**src/design/bmpd_pkg.sv**
```systemverilog
package bmpd_pkg;

    // Width of the image size registers and of the row and column counters.
    localparam int DIM_W = 13;
    localparam int DIM_MAX = (2 ** DIM_W) - 1;
    // Byte position within a stored row (up to three bytes per pixel).
    localparam int BYTE_CNT_W = DIM_W + 2;
    // Product of destination row and image width.
    localparam int IDX_PROD_W = 2 * DIM_W;
    localparam int IDX_W = 24;

    localparam int CMD_W = 2;
    localparam logic [CMD_W-1:0] CMD_PALETTE = 2'd0;
    localparam logic [CMD_W-1:0] CMD_PIXEL   = 2'd1;
    localparam logic [CMD_W-1:0] CMD_START   = 2'd2;

    localparam int REG_INDEX_W = 3;
    localparam logic [REG_INDEX_W-1:0] REG_IMAGE_WIDTH  = 3'd0;
    localparam logic [REG_INDEX_W-1:0] REG_IMAGE_HEIGHT = 3'd1;
    localparam logic [REG_INDEX_W-1:0] REG_DEPTH_MODE   = 3'd2;
    localparam logic [REG_INDEX_W-1:0] REG_GRAY_OUT     = 3'd3;
    localparam logic [REG_INDEX_W-1:0] REG_BOTTOM_UP    = 3'd4;

    // Luma weights and the reciprocal used for the divide by 1000.
    // The quotient is exact for every sum up to 255 * 1000 + 500.
    localparam int LUMA_SUM_W = 18;
    localparam int LUMA_RECIP_W = 19;
    localparam int LUMA_PROD_W = LUMA_SUM_W + LUMA_RECIP_W;
    localparam int LUMA_SHIFT = 28;
    localparam logic [LUMA_SUM_W-1:0] LUMA_WEIGHT_R = 18'd299;
    localparam logic [LUMA_SUM_W-1:0] LUMA_WEIGHT_G = 18'd587;
    localparam logic [LUMA_SUM_W-1:0] LUMA_WEIGHT_B = 18'd114;
    localparam logic [LUMA_SUM_W-1:0] LUMA_ROUND    = 18'd500;
    localparam logic [LUMA_RECIP_W-1:0] LUMA_RECIP =
        LUMA_RECIP_W'(((2 ** LUMA_SHIFT) + 999) / 1000);

    typedef struct packed {
        logic [CMD_W-1:0] cmd;
        logic [7:0]       palette_index;
        logic [31:0]      palette_word;
        logic [7:0]       data_byte;
    } in_item_t;

    typedef struct packed {
        logic [IDX_W-1:0] pixel_index;
        logic [31:0]      pixel_value;
        logic             last_pixel;
    } out_item_t;

    typedef struct packed {
        logic [DIM_W-1:0] image_width;
        logic [DIM_W-1:0] image_height;
        logic             depth_mode;
        logic             gray_out;
        logic             bottom_up;
    } config_t;

    // What the byte sequencer hands to the color pipeline for one pixel.
    typedef struct packed {
        logic [DIM_W-1:0] drow;
        logic [DIM_W-1:0] col;
        logic [DIM_W-1:0] width;
        logic             last;
        logic             depth;
        logic             gray;
        logic             pal_ok;
        logic [7:0]       red;
        logic [7:0]       green;
        logic [7:0]       blue;
    } pix_ctl_t;

endpackage

```
**src/design/bmpd_ctrl.sv**
```systemverilog
module bmpd_ctrl #(
    parameter int PAL_DEPTH = 256
) (
    input  logic               clk,
    input  logic               rst_n,
    input  bmpd_pkg::config_t  cfg_regs,
    input  logic               accept,
    input  bmpd_pkg::in_item_t item,
    output logic               emit,
    output bmpd_pkg::pix_ctl_t ctl
);
    import bmpd_pkg::*;

    logic [DIM_W-1:0]      col_reg, col_next;
    logic [DIM_W-1:0]      row_reg, row_next;
    logic [BYTE_CNT_W-1:0] rbc_reg, rbc_next;
    logic [1:0]            phase_reg, phase_next;
    logic [15:0]           held_reg, held_next;

    logic [BYTE_CNT_W-1:0] width_ext;
    logic [BYTE_CNT_W-1:0] data_bytes;
    logic [BYTE_CNT_W-1:0] padded;
    logic [BYTE_CNT_W:0]   rbc_inc;
    logic                  is_byte;
    logic                  in_data;
    logic                  row_done;

    assign width_ext  = BYTE_CNT_W'(cfg_regs.image_width);
    assign data_bytes = cfg_regs.depth_mode ? (width_ext + (width_ext << 1)) : width_ext;
    assign padded     = (data_bytes + BYTE_CNT_W'(3)) & ~BYTE_CNT_W'(3);

    assign is_byte  = accept && (item.cmd == CMD_PIXEL) && (row_reg < cfg_regs.image_height);
    assign in_data  = (rbc_reg < data_bytes) && (col_reg < cfg_regs.image_width);
    assign emit     = is_byte && in_data && (!cfg_regs.depth_mode || (phase_reg == 2'd2));
    assign rbc_inc  = {1'b0, rbc_reg} + (BYTE_CNT_W + 1)'(1);
    assign row_done = rbc_inc >= {1'b0, padded};

    always_comb
    begin
        col_next   = col_reg;
        row_next   = row_reg;
        rbc_next   = rbc_reg;
        phase_next = phase_reg;
        held_next  = held_reg;
        if (accept && (item.cmd == CMD_START))
        begin
            col_next   = '0;
            row_next   = '0;
            rbc_next   = '0;
            phase_next = '0;
            held_next  = '0;
        end
        else if (is_byte)
        begin
            if (in_data && cfg_regs.depth_mode)
            begin
                unique case (phase_reg)
                    2'd0:
                    begin
                        held_next  = {8'h00, item.data_byte};
                        phase_next = 2'd1;
                    end
                    2'd1:
                    begin
                        held_next  = {item.data_byte, held_reg[7:0]};
                        phase_next = 2'd2;
                    end
                    default:
                    begin
                        phase_next = 2'd0;
                    end
                endcase
            end
            if (emit)
            begin
                col_next = col_reg + DIM_W'(1);
            end
            if (row_done)
            begin
                rbc_next   = '0;
                col_next   = '0;
                phase_next = '0;
                row_next   = row_reg + DIM_W'(1);
            end
            else
            begin
                rbc_next = rbc_inc[BYTE_CNT_W-1:0];
            end
        end
    end

    always_ff @(posedge clk or negedge rst_n)
    begin
        if (!rst_n)
        begin
            col_reg   <= '0;
            row_reg   <= '0;
            rbc_reg   <= '0;
            phase_reg <= '0;
            held_reg  <= '0;
        end
        else
        begin
            col_reg   <= col_next;
            row_reg   <= row_next;
            rbc_reg   <= rbc_next;
            phase_reg <= phase_next;
            held_reg  <= held_next;
        end
    end

    always_comb
    begin
        ctl.drow   = cfg_regs.bottom_up ?
                     (cfg_regs.image_height - DIM_W'(1) - row_reg) : row_reg;
        ctl.col    = col_reg;
        ctl.width  = cfg_regs.image_width;
        ctl.last   = ((col_reg + DIM_W'(1)) == cfg_regs.image_width) &&
                     ((row_reg + DIM_W'(1)) == cfg_regs.image_height);
        ctl.depth  = cfg_regs.depth_mode;
        ctl.gray   = cfg_regs.gray_out;
        ctl.pal_ok = {1'b0, item.data_byte} < 9'(PAL_DEPTH);
        ctl.red    = item.data_byte;
        ctl.green  = held_reg[15:8];
        ctl.blue   = held_reg[7:0];
    end

endmodule

```
**config.mk**
```make
export PLATFORM = sky130hd
export DESIGN_NAME = bmpd_ctrl
export DESIGN_NICKNAME = d
export VERILOG_FILES = /design/src/design/bmpd_pkg.sv /design/src/design/bmpd_ctrl.sv
export SDC_FILE = /design/constraint.sdc
export NUM_CORES = 1
export LEC_CHECK = 0
export ABC_AREA = 1
export BUFFER_PORTS_ARGS = -buffer_cell sky130_fd_sc_hd__buf_2
export CORE_ASPECT_RATIO = 0.7
export CORE_UTILIZATION = 40
export DETAILED_ROUTE_END_ITERATION = 7
export GPL_ROUTABILITY_DRIVEN = 1
export HOLD_SLACK_MARGIN = 0.1
export REMOVE_ABC_BUFFERS = 1
export SETUP_SLACK_MARGIN = 0.1
export SYNTH_ARGS = -nofsm -noshare
export SYNTH_HDL_FRONTEND = slang
export SYNTH_SLANG_ARGS = --single-unit
```
**constraint.sdc**
```tcl
create_clock -name clk -period 4.9 [get_ports clk]
set_input_delay 0.735 -clock clk [delete_from_list [all_inputs] [get_ports clk]]
set_output_delay 0.735 -clock clk [all_outputs]
set_load 0.01 [all_outputs]
```
# Word-level counts from Yosys, hierarchy flattened
# Cells that the tools add are included.
[totals]
regBits = 59
wordCells = 68
inputBits = 82
[op_classes]
n_lt_le_gt_ge = 4
n_reduce_logical = 23
eq_ne = 7
add_sub_neg = 7
muxes = 21
[op_table]
columns = ["op", "count"]
rows = [
  ["two-way mux 13 bit", 8],
  ["two-way mux 15 bit", 4],
  ["two-way mux 16 bit", 3],
  ["one-hot mux 16 bit (2 select lines)", 1],
  ["adder 13 x 1 -> 13 bit (second input constant)", 2],
  ["equality test 13 bit", 2],
  ["< comparator 13 bit", 2],
  ["adder 15 x 1 -> 16 bit (second input constant)", 1],
  [">= comparator 16 x 15 -> 1 bit", 1],
  ["adder 13 x 14 -> 15 bit", 1],
  ["adder 15 x 2 -> 15 bit (second input constant)", 1],
  ["< comparator 15 bit", 1],
  ["subtractor 13 x 1 -> 13 bit (second input constant)", 1],
  ["subtractor 13 bit", 1],
  ["nonzero test 3 bit", 3],
  ["logical AND 1 bit", 8],
  ["two-way mux 2 bit", 4],
  ["nonzero test 2 bit", 4],
  ["AND reduction 2 bit", 3],
  ["equality test 2 x 1 -> 1 bit (second input constant)", 2],
  ["equality test 2 bit (second input constant)", 2],
  ["one-hot mux 2 bit (2 select lines)", 1],
  ["AND reduction 4 bit", 1],
  ["AND reduction 3 bit", 1],
  ["4 further kinds", 4],
]

# Logic depth before layout (Yosys ltp)
[logic_depth]
depth_word = 10
ltp_mapped = 28
ltp_nobuf = 27

# Least setup slack after synthesis
# Ideal clock, no wire load.
[synth_path]
path_kind = "input to register"
from = "input port cfg_regs[16] in the netlist's numbering"
to = "register row_reg[1]"
path_buffers = 1
slack_ns = 0.654
required_ns = 4.775
t_arrival_ns = 4.121
path_stages = 23
path_cell_list = "ha_1 fa_1 nand2_1 o21ai_1 o21ai_1 or2_1 nor2_1 nand2_1 nor2_1 nand2_1 nor2_2 nand4_1 xor2_1 ha_1 a21oi_1 o211ai_1 a31oi_2 nand4_4 nand2_4 inv_2 buf_2 nand3_1 o21ai_1"
[synth_between]
elab_chain_len = 6
[synth_rtl]
columns = ["element", "line", "source"]
rows = [
  ["from (decl)", "bmpd_ctrl.sv:6", "input bmpd_pkg::config_t cfg_regs,"],
  ["adder 13 x 14 -> 15 bit", "bmpd_ctrl.sv:29", "assign data_bytes = cfg_regs.depth_mode ? (width_ext + (width_ext << 1)) : width_ext;"],
  ["two-way mux 15 bit (*)", "bmpd_ctrl.sv:29", ""],
  ["adder 15 x 2 -> 15 bit (*)", "bmpd_ctrl.sv:30", "assign padded = (data_bytes + BYTE_CNT_W'(3)) & ~BYTE_CNT_W'(3);"],
  [">= comparator 16 x 15 -> 1 bit (*)", "bmpd_ctrl.sv:36", "assign row_done = rbc_inc >= {1'b0, padded};"],
  ["nonzero test 2 bit (no line) (*)", "n/a", ""],
  ["AND reduction 2 bit (no line) (*)", "n/a", ""],
  ["to (signal assigned)", "bmpd_ctrl.sv:105", "row_reg <= row_next;"],
  ["to (decl)", "bmpd_ctrl.sv:15", "logic [DIM_W-1:0] row_reg, row_next;"],
]
# Mark *: on every way between the ends. The rest lies on a longest branch, timed or not.
# A chain may end at the register's enable or synchronous reset.

# Worst setup path after layout
[layout_path]
from = "input port cfg_regs[16] in the netlist's numbering"
to = "output port emit"
[layout_between]
elab_chain_len = 6
word_cells_on_any_way = 7
[layout_rtl]
columns = ["element", "line", "source"]
rows = [
  ["adder 13 x 14 -> 15 bit", "bmpd_ctrl.sv:29", ""],
  ["two-way mux 15 bit", "bmpd_ctrl.sv:29", ""],
  ["< comparator 15 bit", "bmpd_ctrl.sv:33", "assign in_data = (rbc_reg < data_bytes) && (col_reg < cfg_regs.image_width);"],
  ["logical AND 1 bit (*)", "bmpd_ctrl.sv:33", ""],
  ["logical AND 1 bit (*) (2 in a row)", "bmpd_ctrl.sv:34", "assign emit = is_byte && in_data && (!cfg_regs.depth_mode || (phase_reg == 2'd2));"],
  ["to (decl)", "bmpd_ctrl.sv:9", "output logic emit,"],
]
# Marked as above.

==> qor.csv <==
stage,metric,value,unit
sta,Fin Setup TNS,0,ns
worst_setup_path,Reg2Reg Setup Slack,1.31,ns
worst_setup_path,required time worst endpoint,4.16,ns
cells_and_area,proportion of layout cells with a drive suffix above 1,0.178,
synth,Synth Area in Compound Gates,0.121,
placement,IO buf count,106,
cells_and_area,"leading cell type in the layout, fill and taps excluded",nand2_1,
sta,Setup Skew,0.00720,ns
grt,number of global-route vias before repair,5799,
sta,f_max,224,MHz
clock_network,H-tree levels,3,
synth,Post-Syn Area per Cell,7.09,sq um
cells_and_area,number of flip-flops in the largest register,16,
grt,largest net degree at the start of global routing,47,
worst_setup_path,critical path peak fanout,3,
placement,Post-DP HPWL,13.9,mm
sta,final hold slack,0.287,ns
grt,total track usage,0.216,
worst_setup_path,max incr delay on CP,0.42,ns
sta,Slew headroom,0.583,
clock_network,Clock Pin Slew Worst Setup and Hold Paths,0.06,ns
sta,final worst path period share,0.911,
floorplan,Row Count,38,
floorplan,die area,0.0169,sq mm
clock_network,clock sinks,59,
cells_and_area,most frequent cells in the layout,"nand2_1 (204), inv_1 (126), buf_2 (106), nand3_1 (85), ha_1 (80)",
clock_network,Clock Latency Late Sink,0.33,ns
grt,first-pass GRT wire length,28.8,mm
clock_network,hold buffers post-CTS,0,
synth,post-synthesis simple-gate area fraction,0.302,
status,outcome,completed,
synth,post-synthesis sequential area ratio,0.225,
floorplan,IO Count,150,
synth,share of the synthesized area in the top cell type,0.225,
synth,Netlist cell types,52,
drt,ANT nets after route,0,
worst_setup_path,Worst EP arrival,3.73,ns
drt,final WL,17.4,mm
synth,synth top area cells,"dfrtp_1 (22%), ha_1 (15%), nand2_1 (12%), inv_1 (7.2%), nand3_1 (6.5%)",
drt,Initial DRC Count,396,
drt,drt drc,0,
worst_setup_path,critical path class,in -> out,
sta,RSZ-0062 raised after global routing,no,
clock_network,clk buf depth,2,
hold_path,min-delay worst type,in -> async,
synth,Post-synth EDFFs,0,
placement,DP Cell Count,1224,
sta,Final Hold Viols,0,
sta,Final Critical Period,4.47,ns
sta,slew at the pin closest to its max-slew limit,0.626,ns
drt,wire length per cell,14.0,um
pwr,VDD IR max,258,uV
drt,TritonRoute pass-1 iters,5,
synth,Synth Area in XOR/XNOR,0.0760,
synth,Post-Synthesis Cell Area,0.00657,sq mm
cells_and_area,# fillers,1655,
synth,async set-or-reset flop fraction in the synthesized netlist,1.00,
synth,post-synthesis mux area share,0,
sta,endpoints failing setup,0,
flow_run,max cap viols,0,
cells_and_area,Final #Nets,1179,
cells_and_area,Finished Core Util,0.478,
floorplan,Initial Utilization,0.416,
clock_network,Root Buffer Master,clkbuf_16,
floorplan,DIE WIDTH,155,um
synth,leading area contributor after synthesis,dfrtp_1,
grt,antenna violations before repair,0,
cells_and_area,Layout area overhead,14.9,%
worst_setup_path,"Critical Path, Cell by Cell","buf_2, ha_1, fa_1, buf_4, nand3_1, nand3_1, nand2_1, nand2_1, a21oi_1, or2_2, nand3_1, ha_1, a31oi_1, o221ai_1, a21oi_1, nand2_1, inv_2, nand3_4, inv_1, buf_2",
floorplan,Core ar.,0.0158,sq mm
drt,via-per-instance ratio,4.98,
floorplan,height of the die,109,um
pwr,Leakage,4.09,nW
worst_setup_path,Worst Setup Start Kind,input pin,
synth,adder-cell area share of the yosys netlist,0.158,
worst_setup_path,"slowest stage cell, crit path",fa_1,
cells_and_area,Inserted Diodes,0,
cells_and_area,non-filler instance count after layout,1240,
drt,via count,6172,
clock_network,TritonCTS clock tree,built,
grt,GRT overflow,0,
pwr,Cell Pwr Density,412,mW/mm^2
synth,Syn. warnings,0,
worst_setup_path,Worst Setup End Kind,output pin,
clock_network,total CTS buffers,9,
synth,largest family of logic cells by synthesized area,simple AND/OR/NAND/NOR gates,
synth,Yosys reg bits,59,
synth,ys flop type,dfrtp_1,
synth,synthesized instance count,927,
sta,Final Max Slew Viols,0,
placement,GPL Wtd Cong,0.899,
[layout make-up]
class,count,area [sq um],share of cell area
Timing Repair Buffer,118,633,0.0839
Inverter,132,498,0.0660
Clock inverter,5,100,0.0133
Sequential cell,59,1480,0.196
Clock buffer,11,243,0.0322
Tap cell,220,275,0.0365
Multi-Input combinational cell,695,4320,0.573
[worst max-delay path, delay by kind of cell]
kind | cells | cell delay (ns)
fa+ha+maj | 3 | 0.96
simple gates | 8 | 0.79
compound gates | 4 | 0.67
buf+inv | 5 | 0.58
[cells in the mapped netlist, types with 4 or more instances]
| master | n |
|---|---|
| a21oi_1 | 41 |
| buf_2 | 5 |
| buf_4 | 26 |
| clkbuf_1 | 8 |
| dfrtp_1 | 59 |
| ha_1 | 80 |
| inv_1 | 126 |
| inv_2 | 5 |
| nand2_1 | 204 |
| nand2_2 | 8 |
| nand3_1 | 85 |
| nand3_2 | 6 |
| nand4_1 | 23 |
| nor2_1 | 47 |
| nor2_2 | 5 |
| nor2_4 | 5 |
| nor3_1 | 11 |
| o21ai_0 | 36 |
| o21ai_1 | 21 |
| o21bai_1 | 5 |
| o221ai_1 | 4 |
| o22ai_1 | 12 |
| o31ai_1 | 4 |
| xnor2_1 | 10 |
| xor2_1 | 47 |
[timing repair]
item                       4_1_cts  5_1_grt
setup endpoints to repair        0        1
buffers inserted                 0        0
resized for setup                0        2
[routing by layer]
| layer | routed length (um) | up-vias | share of wire | track usage |
|---|---|---|---|---|
| li1 | - | 3228 | - | - |
| met1 | 9550 | 2756 | 0.55 | 0.331 |
| met2 | 6770 | 176 | 0.39 | 0.311 |
| met3 | 930 | 12 | 0.053 | 0.0393 |
| met4 | 158 | 0 | 0.0091 | 0.0438 |
| met5 | 0 | - | 0 | 0 |
[worst paths after layout]
kind | cells past startpoint | to | startpoint
min | 1 | held_reg[10]$_DFFE_PN0P_ | rst_n
max in group asynchronous | 2 | row_reg[2]$_DFFE_PN0P_ | rst_n
min reg2reg | 2 | held_reg[10]$_DFFE_PN0P_ | held_reg[10]$_DFFE_PN0P_
max reg2reg | 17 | col_reg[1]$_DFFE_PN0P_ | rbc_reg[0]$_DFFE_PN0P_
min in group clk | 2 | held_reg[10]$_DFFE_PN0P_ | held_reg[10]$_DFFE_PN0P_
max | 20 | emit | cfg_regs[16]
[power by group]
group / internal (mW) / switching (mW)
combinational: 0.613 / 0.977
clock: 0.509 / 0.226
sequential: 0.631 / 0.158
total: 1.75 / 1.36
[metrics by stage]
stage	setup WS, ns	total power [mW]	cell area [sq um]
2_1_floorplan	0.474	1.91	6300
3_3_place_gp	0.278	2.35	7200
6_report	0.434	3.11	7550
3_5_place_dp	0.196	2.37	7200
5_1_grt	0.141	3.40	7550
4_1_cts	0.455	3.13	7550
[cells by family after synthesis]
kind of cell	Yosys count
XOR/XNOR	57
AO/OA/AOI/OAI	138
AND/OR/NAND/NOR	417
flip-flops	59
adder cells (fa/ha/maj)	82
other	1
buffers and inverters	173
(Power assumes the default switching activity.)
