[src/design/bmpd_pkg.sv]
package bmpd_pkg;

    // Width of the image size registers and of the row and column counters.
    localparam int DIM_W = 13;
    localparam int DIM_MAX = (2 ** DIM_W) - 1;
    // Byte position within a stored row (up to three bytes per pixel).
    localparam int BYTE_CNT_W = DIM_W + 2;
    // Product of destination row and image width.
    localparam int IDX_PROD_W = 2 * DIM_W;
    localparam int IDX_W = 24;

    localparam int CMD_W = 2;
    localparam logic [CMD_W-1:0] CMD_PALETTE = 2'd0;
    localparam logic [CMD_W-1:0] CMD_PIXEL   = 2'd1;
    localparam logic [CMD_W-1:0] CMD_START   = 2'd2;

    localparam int REG_INDEX_W = 3;
    localparam logic [REG_INDEX_W-1:0] REG_IMAGE_WIDTH  = 3'd0;
    localparam logic [REG_INDEX_W-1:0] REG_IMAGE_HEIGHT = 3'd1;
    localparam logic [REG_INDEX_W-1:0] REG_DEPTH_MODE   = 3'd2;
    localparam logic [REG_INDEX_W-1:0] REG_GRAY_OUT     = 3'd3;
    localparam logic [REG_INDEX_W-1:0] REG_BOTTOM_UP    = 3'd4;

    // Luma weights and the reciprocal used for the divide by 1000.
    // The quotient is exact for every sum up to 255 * 1000 + 500.
    localparam int LUMA_SUM_W = 18;
    localparam int LUMA_RECIP_W = 19;
    localparam int LUMA_PROD_W = LUMA_SUM_W + LUMA_RECIP_W;
    localparam int LUMA_SHIFT = 28;
    localparam logic [LUMA_SUM_W-1:0] LUMA_WEIGHT_R = 18'd299;
    localparam logic [LUMA_SUM_W-1:0] LUMA_WEIGHT_G = 18'd587;
    localparam logic [LUMA_SUM_W-1:0] LUMA_WEIGHT_B = 18'd114;
    localparam logic [LUMA_SUM_W-1:0] LUMA_ROUND    = 18'd500;
    localparam logic [LUMA_RECIP_W-1:0] LUMA_RECIP =
        LUMA_RECIP_W'(((2 ** LUMA_SHIFT) + 999) / 1000);

    typedef struct packed {
        logic [CMD_W-1:0] cmd;
        logic [7:0]       palette_index;
        logic [31:0]      palette_word;
        logic [7:0]       data_byte;
    } in_item_t;

    typedef struct packed {
        logic [IDX_W-1:0] pixel_index;
        logic [31:0]      pixel_value;
        logic             last_pixel;
    } out_item_t;

    typedef struct packed {
        logic [DIM_W-1:0] image_width;
        logic [DIM_W-1:0] image_height;
        logic             depth_mode;
        logic             gray_out;
        logic             bottom_up;
    } config_t;

    // What the byte sequencer hands to the color pipeline for one pixel.
    typedef struct packed {
        logic [DIM_W-1:0] drow;
        logic [DIM_W-1:0] col;
        logic [DIM_W-1:0] width;
        logic             last;
        logic             depth;
        logic             gray;
        logic             pal_ok;
        logic [7:0]       red;
        logic [7:0]       green;
        logic [7:0]       blue;
    } pix_ctl_t;

endpackage

[src/design/bmpd_color.sv]
module bmpd_color (
    input  logic                clk,
    input  logic                rst_n,
    input  logic                load,
    input  bmpd_pkg::pix_ctl_t  ctl,
    input  logic [31:0]         pal_q,
    output logic                take,
    output logic                out_valid,
    input  logic                out_ready,
    output bmpd_pkg::out_item_t out_item
);
    import bmpd_pkg::*;

    logic en1, en2, en3;
    logic v1_reg, v2_reg, v3_reg;

    pix_ctl_t ctl1_reg;
    logic [31:0] color1;

    logic [LUMA_SUM_W-1:0] pr2_reg, pg2_reg, pb2_reg;
    logic [31:0]           color2_reg;
    logic                  gray2_reg;
    logic                  last2_reg;
    logic [IDX_PROD_W-1:0] prod2_reg;
    logic [DIM_W-1:0]      col2_reg;

    logic [LUMA_SUM_W-1:0]  luma_sum;
    logic [LUMA_PROD_W-1:0] luma_prod;
    logic [IDX_PROD_W-1:0]  idx_full;
    out_item_t              out_reg;

    assign en3  = !v3_reg || out_ready;
    assign en2  = !v2_reg || en3;
    assign en1  = !v1_reg || en2;
    assign take = en1;

    always_ff @(posedge clk or negedge rst_n)
    begin
        if (!rst_n)
        begin
            v1_reg <= 1'b0;
            v2_reg <= 1'b0;
            v3_reg <= 1'b0;
        end
        else
        begin
            if (en1)
            begin
                v1_reg <= load;
            end
            if (en2)
            begin
                v2_reg <= v1_reg;
            end
            if (en3)
            begin
                v3_reg <= v2_reg;
            end
        end
    end

    // Palette data lines up with the first stage register.
    assign color1 = ctl1_reg.depth ? {8'h00, ctl1_reg.red, ctl1_reg.green, ctl1_reg.blue}
                  : (ctl1_reg.pal_ok ? pal_q : 32'h0);

    assign luma_sum  = pr2_reg + pg2_reg + pb2_reg + LUMA_ROUND;
    assign luma_prod = LUMA_PROD_W'(luma_sum) * LUMA_PROD_W'(LUMA_RECIP);
    assign idx_full  = prod2_reg + IDX_PROD_W'(col2_reg);

    always_ff @(posedge clk)
    begin
        if (en1)
        begin
            ctl1_reg <= ctl;
        end
        if (en2)
        begin
            pr2_reg    <= LUMA_SUM_W'(color1[23:16]) * LUMA_WEIGHT_R;
            pg2_reg    <= LUMA_SUM_W'(color1[15:8]) * LUMA_WEIGHT_G;
            pb2_reg    <= LUMA_SUM_W'(color1[7:0]) * LUMA_WEIGHT_B;
            color2_reg <= color1;
            gray2_reg  <= ctl1_reg.gray;
            last2_reg  <= ctl1_reg.last;
            prod2_reg  <= IDX_PROD_W'(ctl1_reg.drow) * IDX_PROD_W'(ctl1_reg.width);
            col2_reg   <= ctl1_reg.col;
        end
        if (en3)
        begin
            out_reg.pixel_index <= idx_full[IDX_W-1:0];
            out_reg.pixel_value <= gray2_reg ?
                {24'h0, luma_prod[LUMA_SHIFT+7:LUMA_SHIFT]} : color2_reg;
            out_reg.last_pixel  <= last2_reg;
        end
    end

    assign out_valid = v3_reg;
    assign out_item  = out_reg;

endmodule

[config.mk]
export PLATFORM = sky130hd
export DESIGN_NAME = bmpd_color
export DESIGN_NICKNAME = d
export VERILOG_FILES = /design/src/design/bmpd_pkg.sv /design/src/design/bmpd_color.sv
export SDC_FILE = /design/constraint.sdc
export NUM_CORES = 1
export LEC_CHECK = 0
export BUFFER_PORTS_ARGS = -buffer_cell sky130_fd_sc_hd__clkbuf_2
export CAP_MARGIN = 15
export CORE_ASPECT_RATIO = 1.2
export CORE_UTILIZATION = 30
export CTS_BUF_LIST = sky130_fd_sc_hd__clkbuf_4 sky130_fd_sc_hd__clkbuf_8 sky130_fd_sc_hd__clkbuf_16
export CTS_CLUSTER_SIZE = 16
export DETAILED_ROUTE_END_ITERATION = 6
export PLACE_DENSITY_LB_ADDON = 0.08
export RECOVER_POWER = 25
export SLEW_MARGIN = 15
export SYNTH_ARGS = -nofsm -noshare
export SYNTH_HDL_FRONTEND = slang
export SYNTH_SLANG_ARGS = --single-unit
export TNS_END_PERCENT = 20
[constraint.sdc]
create_clock -name clk -period 8.5 [get_ports clk]
set_input_delay 0.425 -clock clk [delete_from_list [all_inputs] [get_ports clk]]
set_output_delay 0.425 -clock clk [all_outputs]
set_load 0.05 [all_outputs]
Word level (Yosys, flattened, before mapping). Index checks and enable logic that the tools add are counted.

Flip-flop bits (word level): 247. Bits in latches: 0. Memory bits (writable): 0. Memory bits (read-only): 0. Input bits: 103. Output and inout bits: 59. Word-level logic and storage cells: 46. Memories kept: 0.

Add/subtract/negate cells: 4. $mul: 5. Div/mod/pow operators: 0. $lt $le $gt $ge: 0. Equal/unequal tests: 0. Shifts and indexed selects: 0. Muxes and demuxes: 3. Bitwise gates (word level): 1. Reduce and logical (&&, ||, !) cells: 7.

Operators by type and width (count): 24-bit two-way mux (2); 18-bit by 17-bit multiplier with 34-bit output, second input constant (1); 24-bit by 13-bit adder with 24-bit output (1); 13-bit by 13-bit multiplier with 24-bit output (1); 17-bit by 18-bit adder with 18-bit output (1); 18-bit by 15-bit adder with 18-bit output (1); 18-bit by 9-bit adder with 18-bit output, second input constant (1); 8-bit by 10-bit multiplier with 18-bit output, second input constant (1); 8-bit by 9-bit multiplier with 17-bit output, second input constant (1); 8-bit by 6-bit multiplier with 14-bit output, second input constant (1); 8-bit two-way mux (1); 1-bit logical NOT (3); 1-bit logical OR (3); 2-bit OR reduction (1); 1-bit NOT (1).

Longest topological paths before layout. Gate-level depths: netlist (run 1).

Depth after elaboration: 5. Gate-level depth with buffers: 30. Mapped depth without buffers: 30.

Least setup slack after synthesis (run 1). Ideal clock, no wire load.

Path kind: reg-to-reg. Start point: reg pr2_reg[3]. End point: reg out_reg, in the netlist out_item[8], data pin. Setup time: 0.271 ns. Arrival time: 7.385 ns. Required time: 8.229 ns. Slack: 0.844 ns. Cell stages (with the launch flop): 30. Path buffers: 0. Clock period less this slack: 7.656 ns. Cells stage by stage: edfxtp_1 > inv_1 > fa_1 > fa_1 > inv_1 > ha_1 > o21ai_0 > o21ai_0 > a31oi_1 > o21a_1 > nor2_1 > a21oi_1 > xnor2_1 > ha_1 > inv_1 > fa_1 > fa_1 > inv_1 > fa_1 > inv_1 > fa_1 > inv_1 > ha_1 > nand3_1 > or4_4 > o41ai_4 > nor2_2 > a2111oi_4 > xnor2_1 > a21oi_1.

Cells in the longest elaborated chain, start to end: 5.

Ends and longest elaborated chain: start, declared (line bmpd_color.sv:20) `logic [LUMA_SUM_W-1:0] pr2_reg, pg2_reg, pb2_reg;`; start signal, assigned (line bmpd_color.sv:78) `pr2_reg <= LUMA_SUM_W'(color1[23:16]) * LUMA_WEIGHT_R;`; 17-bit by 18-bit adder with 18-bit output (line bmpd_color.sv:66) `assign luma_sum = pr2_reg + pg2_reg + pb2_reg + LUMA_ROUND;`; 18-bit by 15-bit adder with 18-bit output (line bmpd_color.sv:66); 18-bit by 9-bit adder with 18-bit output (line bmpd_color.sv:66); 18-bit by 17-bit multiplier with 34-bit output (line bmpd_color.sv:67) `assign luma_prod = LUMA_PROD_W'(luma_sum) * LUMA_PROD_W'(LUMA_RECIP);`; 8-bit two-way mux (line bmpd_color.sv:90) `out_reg.pixel_value <= gray2_reg ?`; end, declared (line bmpd_color.sv:30) `out_item_t out_reg;`.

Every way passes these cells. A chain may end at the register's enable or synchronous reset.

Worst setup path after layout (run 1).
Start point: reg pr2_reg[1]. End point: reg out_reg, in the netlist out_item[8], data pin.

The elaborated chain is that of the path after synthesis.

==> flow_metrics.env, run 1 <==
export IMPL_port_buffers=161
export IMPL_vias=14200
export IMPL_yosys_top_cells_area="edfxtp_1, ha_1, fa_1, inv_1, xnor2_1"
export IMPL_drive_gt1_frac=0.116
export IMPL_grt_pass1_vias=16000
export IMPL_grt_max_degree=63
export IMPL_synth_cell_types=70
export IMPL_max_freq_mhz=124
export IMPL_synthSimpleGateAreaFrac=0.0839
export IMPL_crit_required_ns=8.81
export IMPL_core_area_sq_mm=0.0727
export IMPL_synth_xor_xnor_area_share=0.0411
export IMPL_grt_use_total=0.150
export IMPL_setup_violations=0
export IMPL_fin_worst_skew_ns=0.0213
export IMPL_wl_met3_mm=1.27
export IMPL_synth_main_ff_cell="edfxtp_1"
export IMPL_die_y_um=300
export IMPL_post_drt_wl_per_cell_um=17.3
export IMPL_gp_congestion=0.841
export IMPL_vias_per_cell=4.54
export IMPL_violations="max-capacitance violations, max-slew violations"
export IMPL_finalSetupTns_ns=0
export IMPL_synth_compound_area_frac=0.0759
export IMPL_dp_hpwl_mm=44.5
export IMPL_synth_seq_cells=242
export IMPL_holdCritStartpoint="ctl[1]"
export IMPL_drc_errors=0
export IMPL_ys_top_cells_by_count="ha_1, inv_1, edfxtp_1"
export IMPL_slew_viol_final=98
export IMPL_dieWidth_um=250
export IMPL_whs_path_depth=1
export IMPL_insertion_delay_ns=0.59
export IMPL_maxCapViolations=3
export IMPL_h_tree_depth=1
export IMPL_first_iter_violations=375
export IMPL_wl_met1_mm=21.2
export IMPL_synth_cells=1941
export IMPL_crit_fanout=6
export IMPL_synth_largest_area_cell="edfxtp_1"
export IMPL_hold_class="primary input to flop"
export IMPL_synth_top_cell_area_share=0.324
export IMPL_min_to="ctl1_reg[1]"
export IMPL_root_buffer="clkbuf_16"
export IMPL_period_minus_slack_ns=8.09
export IMPL_critPathCaptureType="flop"
export IMPL_start_util=0.305
export IMPL_dieArea_sq_mm=0.0749
export IMPL_cts_inserted_buffers=29
export IMPL_antenna_found_initial=1
export IMPL_ant_nets=0
export IMPL_synth_mux_area_frac=0.00203
export IMPL_rr_endpoint="out_item[8]"
export IMPL_top_layer_used="met5"
export IMPL_synth_area_sq_mm=0.0221
export IMPL_syn_avg_cell_area_sq_um=11.4
export IMPL_cts_sinks=242
export IMPL_cts_setup_buffers=0
export IMPL_timing_rr_start="pr2_reg[1]"
export IMPL_ioPinCount=162
export IMPL_num_rows=108
export IMPL_synth_edf_count=239
export IMPL_yosysSeqAreaShare=0.327
export IMPL_rsz0062_at_grt="false"
export IMPL_worstMarginPinSlew_ns=2.21
export IMPL_worst_setup_path_start_kind="flop"
export IMPL_post_route_period_util=0.951
export IMPL_grt_first_pass_wirelength_mm=87.3
export IMPL_synth_top_family_by_area="adder cells"
export IMPL_antennaDiodeCount=0
export IMPL_drtPass1Iterations=4
export IMPL_grt_overflow=0
export IMPL_worst_setup_path_type="flop to flop"
export IMPL_max_slew_margin=-0.477
export IMPL_syn2layout_area_growth_pct=16.4
export IMPL_clock_path_buffers=3
export IMPL_final_nets=2863
export IMPL_synth_most_common_cell="ha_1"
export IMPL_reg2reg_depth=26
export IMPL_cts_tree="built"
export IMPL_syn_nets=2626
export IMPL_synth_warnings=0
export IMPL_finalHoldViolations=0
export IMPL_wl_met2_mm=30.6
export IMPL_yosys_area_share_adder=0.401
export IMPL_postSynth_asyncResetShare=0.0124
export IMPL_rrSetupSlack_ns=0.41
export IMPL_finalWirelength_mm=54.2
export IMPL_outcome="finished with violations"
export IMPL_arrival_ns=8.40
export IMPL_largest_reg_flops=67
export IMPL_worstSetupStartpoint="pr2_reg[1]"
export IMPL_path_clk_slew_ns=0.06
==> cell type report <==
class | count | area [sq um]
Clock buffer | 32 | 748
Multi-Input combinational cell | 1296 | 13400
Fill cell | 7271 | 46900
Inverter | 366 | 1370
Tap cell | 935 | 1170
Sequential cell | 242 | 7250
Timing Repair Buffer | 243 | 1570
Clock inverter | 20 | 246
==> repair_timing <==
item	4_1_cts	5_1_grt
endpoints found under the setup margin	0	3
endpoints found under the hold margin	68	0
hold buffers	66	0
gates resized for setup	0	5
==> layer usage <==
layer | track usage | vias up
met5 | 0 | -
met4 | 0.0336 | 2
met3 | 0.0168 | 45
met2 | 0.307 | 114
met1 | 0.161 | 7117
li1 | - | 6960
==> layout by cell type, fill, tap and decap left out, types with 4 or more instances in the layout <==
master           n
and2_1          78
a21o_1          35
a22oi_1          7
inv_1          366
xnor2_1         69
ha_1           368
a21oi_1         59
or3_1            5
nand2b_1         7
dlygate4sd3_1   66
buf_4           13
edfxtp_1       239
fa_1           214
o21a_1          10
clkinv_2         5
clkbuf_2       155
nand2_1        146
and3_1           7
nand4_1          8
mux2_2           4
a31oi_1          5
clkbuf_16       29
nor2b_1         27
o21bai_1        14
clkinv_1         5
nor2_1          36
xor2_1          34
o21ai_0         26
a211oi_1        15
a31o_2           4
o31ai_1          6
nor3_1          18
clkbuf_1         9
bufinv_16        5
a41oi_1          4
nand3_1         16
or2_2            5
a22o_1          17
==> worst max-delay path, cell delays in order, from the launching register on <==
cell       delay (ns)
edfxtp_1         0.40
fa_1             0.45
fa_1             0.44
ha_1             0.25
fa_1             0.45
a211oi_2         0.26
o21bai_1         0.11
a21oi_1          0.18
xnor2_1          0.40
ha_1             0.37
ha_1             0.19
inv_1            0.07
fa_1             0.39
inv_1            0.08
fa_1             0.44
fa_1             0.55
inv_1            0.07
fa_1             0.53
inv_1            0.04
ha_1             0.31
nand3_1          0.15
or4_4            0.59
o41ai_4          0.39
nor2_2           0.08
a2111oi_4        0.35
xnor2_1          0.17
a21oi_1          0.08
==> through the flow <==
step	hold slack (ns)	instances	area, sq um	utilization	setup slack (ns)
after floorplan	0.129	1941	22100	-	0.844
after global placement	0.226	3016	24100	0.332	0.486
after detailed placement	0.225	3016	24100	0.332	0.351
after CTS	0.000775	3134	25800	0.354	0.319
after global routing	0.0417	3134	25800	0.355	0.0461
final	0.0677	3134	25800	0.355	0.414
==> worst max-delay path by stage <==
stage             endpoint  cells after the start  slack, ns
2_1_floorplan  out_item[8]                     29       0.84
3_3_place_gp   out_item[8]                     29       0.49
3_5_place_dp   out_item[8]                     28       0.35
4_1_cts        out_item[8]                     28       0.32
5_1_grt        out_item[8]                     29       0.05
6_report       out_item[8]                     26       0.41
==> kinds of logic after synthesis <==
kind of cell,after synthesis
mux,4
flops,242
simple gates,372
fa+ha+maj,582
xor+xnor,104
buf+inv,403
compound gates,234
Power of run 1 is left out: the tool's default activity adds up to more than one toggle a clock period on the data nets, which glitch-free logic cannot reach.
==> inputs of run 2 (changes only) <==
PLACE_DENSITY = 0.57   (was not set)
PLACE_DENSITY_LB_ADDON = not set   (was 0.08)
SLEW_MARGIN = 20   (was 15)
==> run 2 against run 1 <==
- the flow still finishes with violations (max-capacitance violations, max-slew violations)
- sequential cell count stayed put
- global-route usage is 0.86 points lower
- die area stayed put
- critical path type unchanged
- critical endpoint unchanged
- highest routed layer unchanged
==> flow_metrics.env, run 2 (synthesis gave the netlist of run 1 again) <==
export IMPL_setup_violations=0
export IMPL_finalWirelength_mm=51.6
export IMPL_period_minus_slack_ns=8.13
export IMPL_cts_tree="built"
export IMPL_worst_setup_path_type="flop to flop"
export IMPL_cts_setup_buffers=0
export IMPL_finalSetupTns_ns=0
export IMPL_post_route_period_util=0.956
export IMPL_arrival_ns=8.43
export IMPL_finalHoldViolations=0
export IMPL_die_y_um=300
export IMPL_maxCapViolations=1
export IMPL_core_area_sq_mm=0.0727
export IMPL_vias=14500
export IMPL_drtPass1Iterations=7
export IMPL_violations="max-capacitance violations, max-slew violations"
export IMPL_max_slew_margin=-0.604
export IMPL_critPathCaptureType="flop"
export IMPL_largest_reg_flops=67
export IMPL_grt_pass1_vias=16000
export IMPL_outcome="finished with violations"
export IMPL_max_freq_mhz=123
export IMPL_dieWidth_um=250
export IMPL_root_buffer="clkbuf_16"
export IMPL_grt_max_degree=81
export IMPL_antennaDiodeCount=0
export IMPL_syn2layout_area_growth_pct=16.0
export IMPL_grt_overflow=0
export IMPL_rsz0062_at_grt="false"
export IMPL_clock_path_buffers=3
export IMPL_cts_inserted_buffers=29
export IMPL_antenna_found_initial=2
export IMPL_post_drt_wl_per_cell_um=16.5
export IMPL_holdWs_ns=0.0305
export IMPL_fin_worst_skew_ns=0.0185
export IMPL_num_rows=108
export IMPL_crit_required_ns=8.81
export IMPL_gp_congestion=0.858
export IMPL_final_nets=2857
export IMPL_dp_hpwl_mm=41.8
export IMPL_h_tree_depth=1
export IMPL_final_common_cell="ha_1"
export IMPL_start_util=0.305
export IMPL_port_buffers=161
export IMPL_first_iter_violations=597
export IMPL_insertion_delay_ns=0.59
export IMPL_worst_setup_path_start_kind="flop"
export IMPL_crit_fanout=7
export IMPL_grt_use_total=0.141
export IMPL_worstMarginPinSlew_ns=2.41
export IMPL_path_clk_slew_ns=0.06
export IMPL_dpl_cell_area_sq_mm=0.0241
export IMPL_final_cell_mix="ha_1, inv_1, edfxtp_1"
export IMPL_reg2reg_depth=26
export IMPL_slew_viol_final=38
export IMPL_ioPinCount=162
export IMPL_ant_nets=0
export IMPL_drc_errors=0
export IMPL_whs_path_depth=1
export IMPL_cts_sinks=242
export IMPL_vias_per_cell=4.62
export IMPL_grt_first_pass_wirelength_mm=83.3
export IMPL_drive_gt1_frac=0.118
export IMPL_fin_area_sq_mm=0.0257
export IMPL_dieArea_sq_mm=0.0749
export IMPL_hold_class="primary input to flop"
-- run 2: cell type report --
cell class                      count  area [sq um]
Fill cell                        7220         47000
Multi-Input combinational cell   1296         13400
Tap cell                          935          1170
Clock inverter                     18           208
Timing Repair Buffer              237          1510
Inverter                          366          1370
Sequential cell                   242          7250
Clock buffer                       35           771
-- run 2: worst max-delay path, stage by stage (launching register included) --
cell and delay, ns:
edfxtp_1 0.40, fa_1 0.44, fa_1 0.44, ha_1 0.25, fa_1 0.43, a211oi_1 0.31, o21ai_0 0.22, nand3_1 0.14
a21oi_1 0.07, or3_4 0.45, ha_1 0.31, inv_1 0.05, fa_1 0.49, inv_1 0.05, fa_1 0.46, fa_1 0.55
inv_1 0.10, fa_1 0.55, inv_1 0.05, ha_1 0.31, nand3_1 0.13, or4_4 0.58, o41ai_4 0.39, nor2_2 0.08
a2111oi_4 0.35, xnor2_1 0.16, a21oi_1 0.08
-- run 2: metal layers --
layer,GRT usage,up-vias,part of all wire
met5,0,-,0.00023
met4,0.0470,2,0.031
met3,0.0198,89,0.037
met2,0.273,262,0.53
met1,0.157,7152,0.40
li1,-,6953,-
-- run 2: path summary, 6_finish.rpt --
check | startpoint | endpoint | slack (ns)
hold / removal | ctl[27] | ctl1_reg[27] | 0.03
min in group asynchronous | rst_n | v1_reg | 0.18
max in group asynchronous | rst_n | v2_reg | 8.15
setup / recovery | pr2_reg[1] | out_item[8] | 0.37
hold reg to reg | ctl1_reg[41] | col2_reg[0] | 0.42
setup reg to reg | pr2_reg[1] | out_item[8] | 0.37
-- run 2: per-stage QoR --
stage | instances | worst slack, ns | util
final | 3129 | 0.373 | 0.353
after global routing | 3129 | 0.00213 | 0.353
after CTS | 3129 | 0.361 | 0.353
after detailed placement | 3017 | 0.386 | 0.332
after global placement | 3017 | 0.530 | 0.332
after floorplan | 1941 | 0.844 | -
-- run 2: repair_timing --
item,in CTS,in global routing
gates resized for setup,0,2
hold buffers,59,0
hold endpoints to repair,61,0
setup endpoints to repair,0,1
Power of run 2 is left out for the same reason.
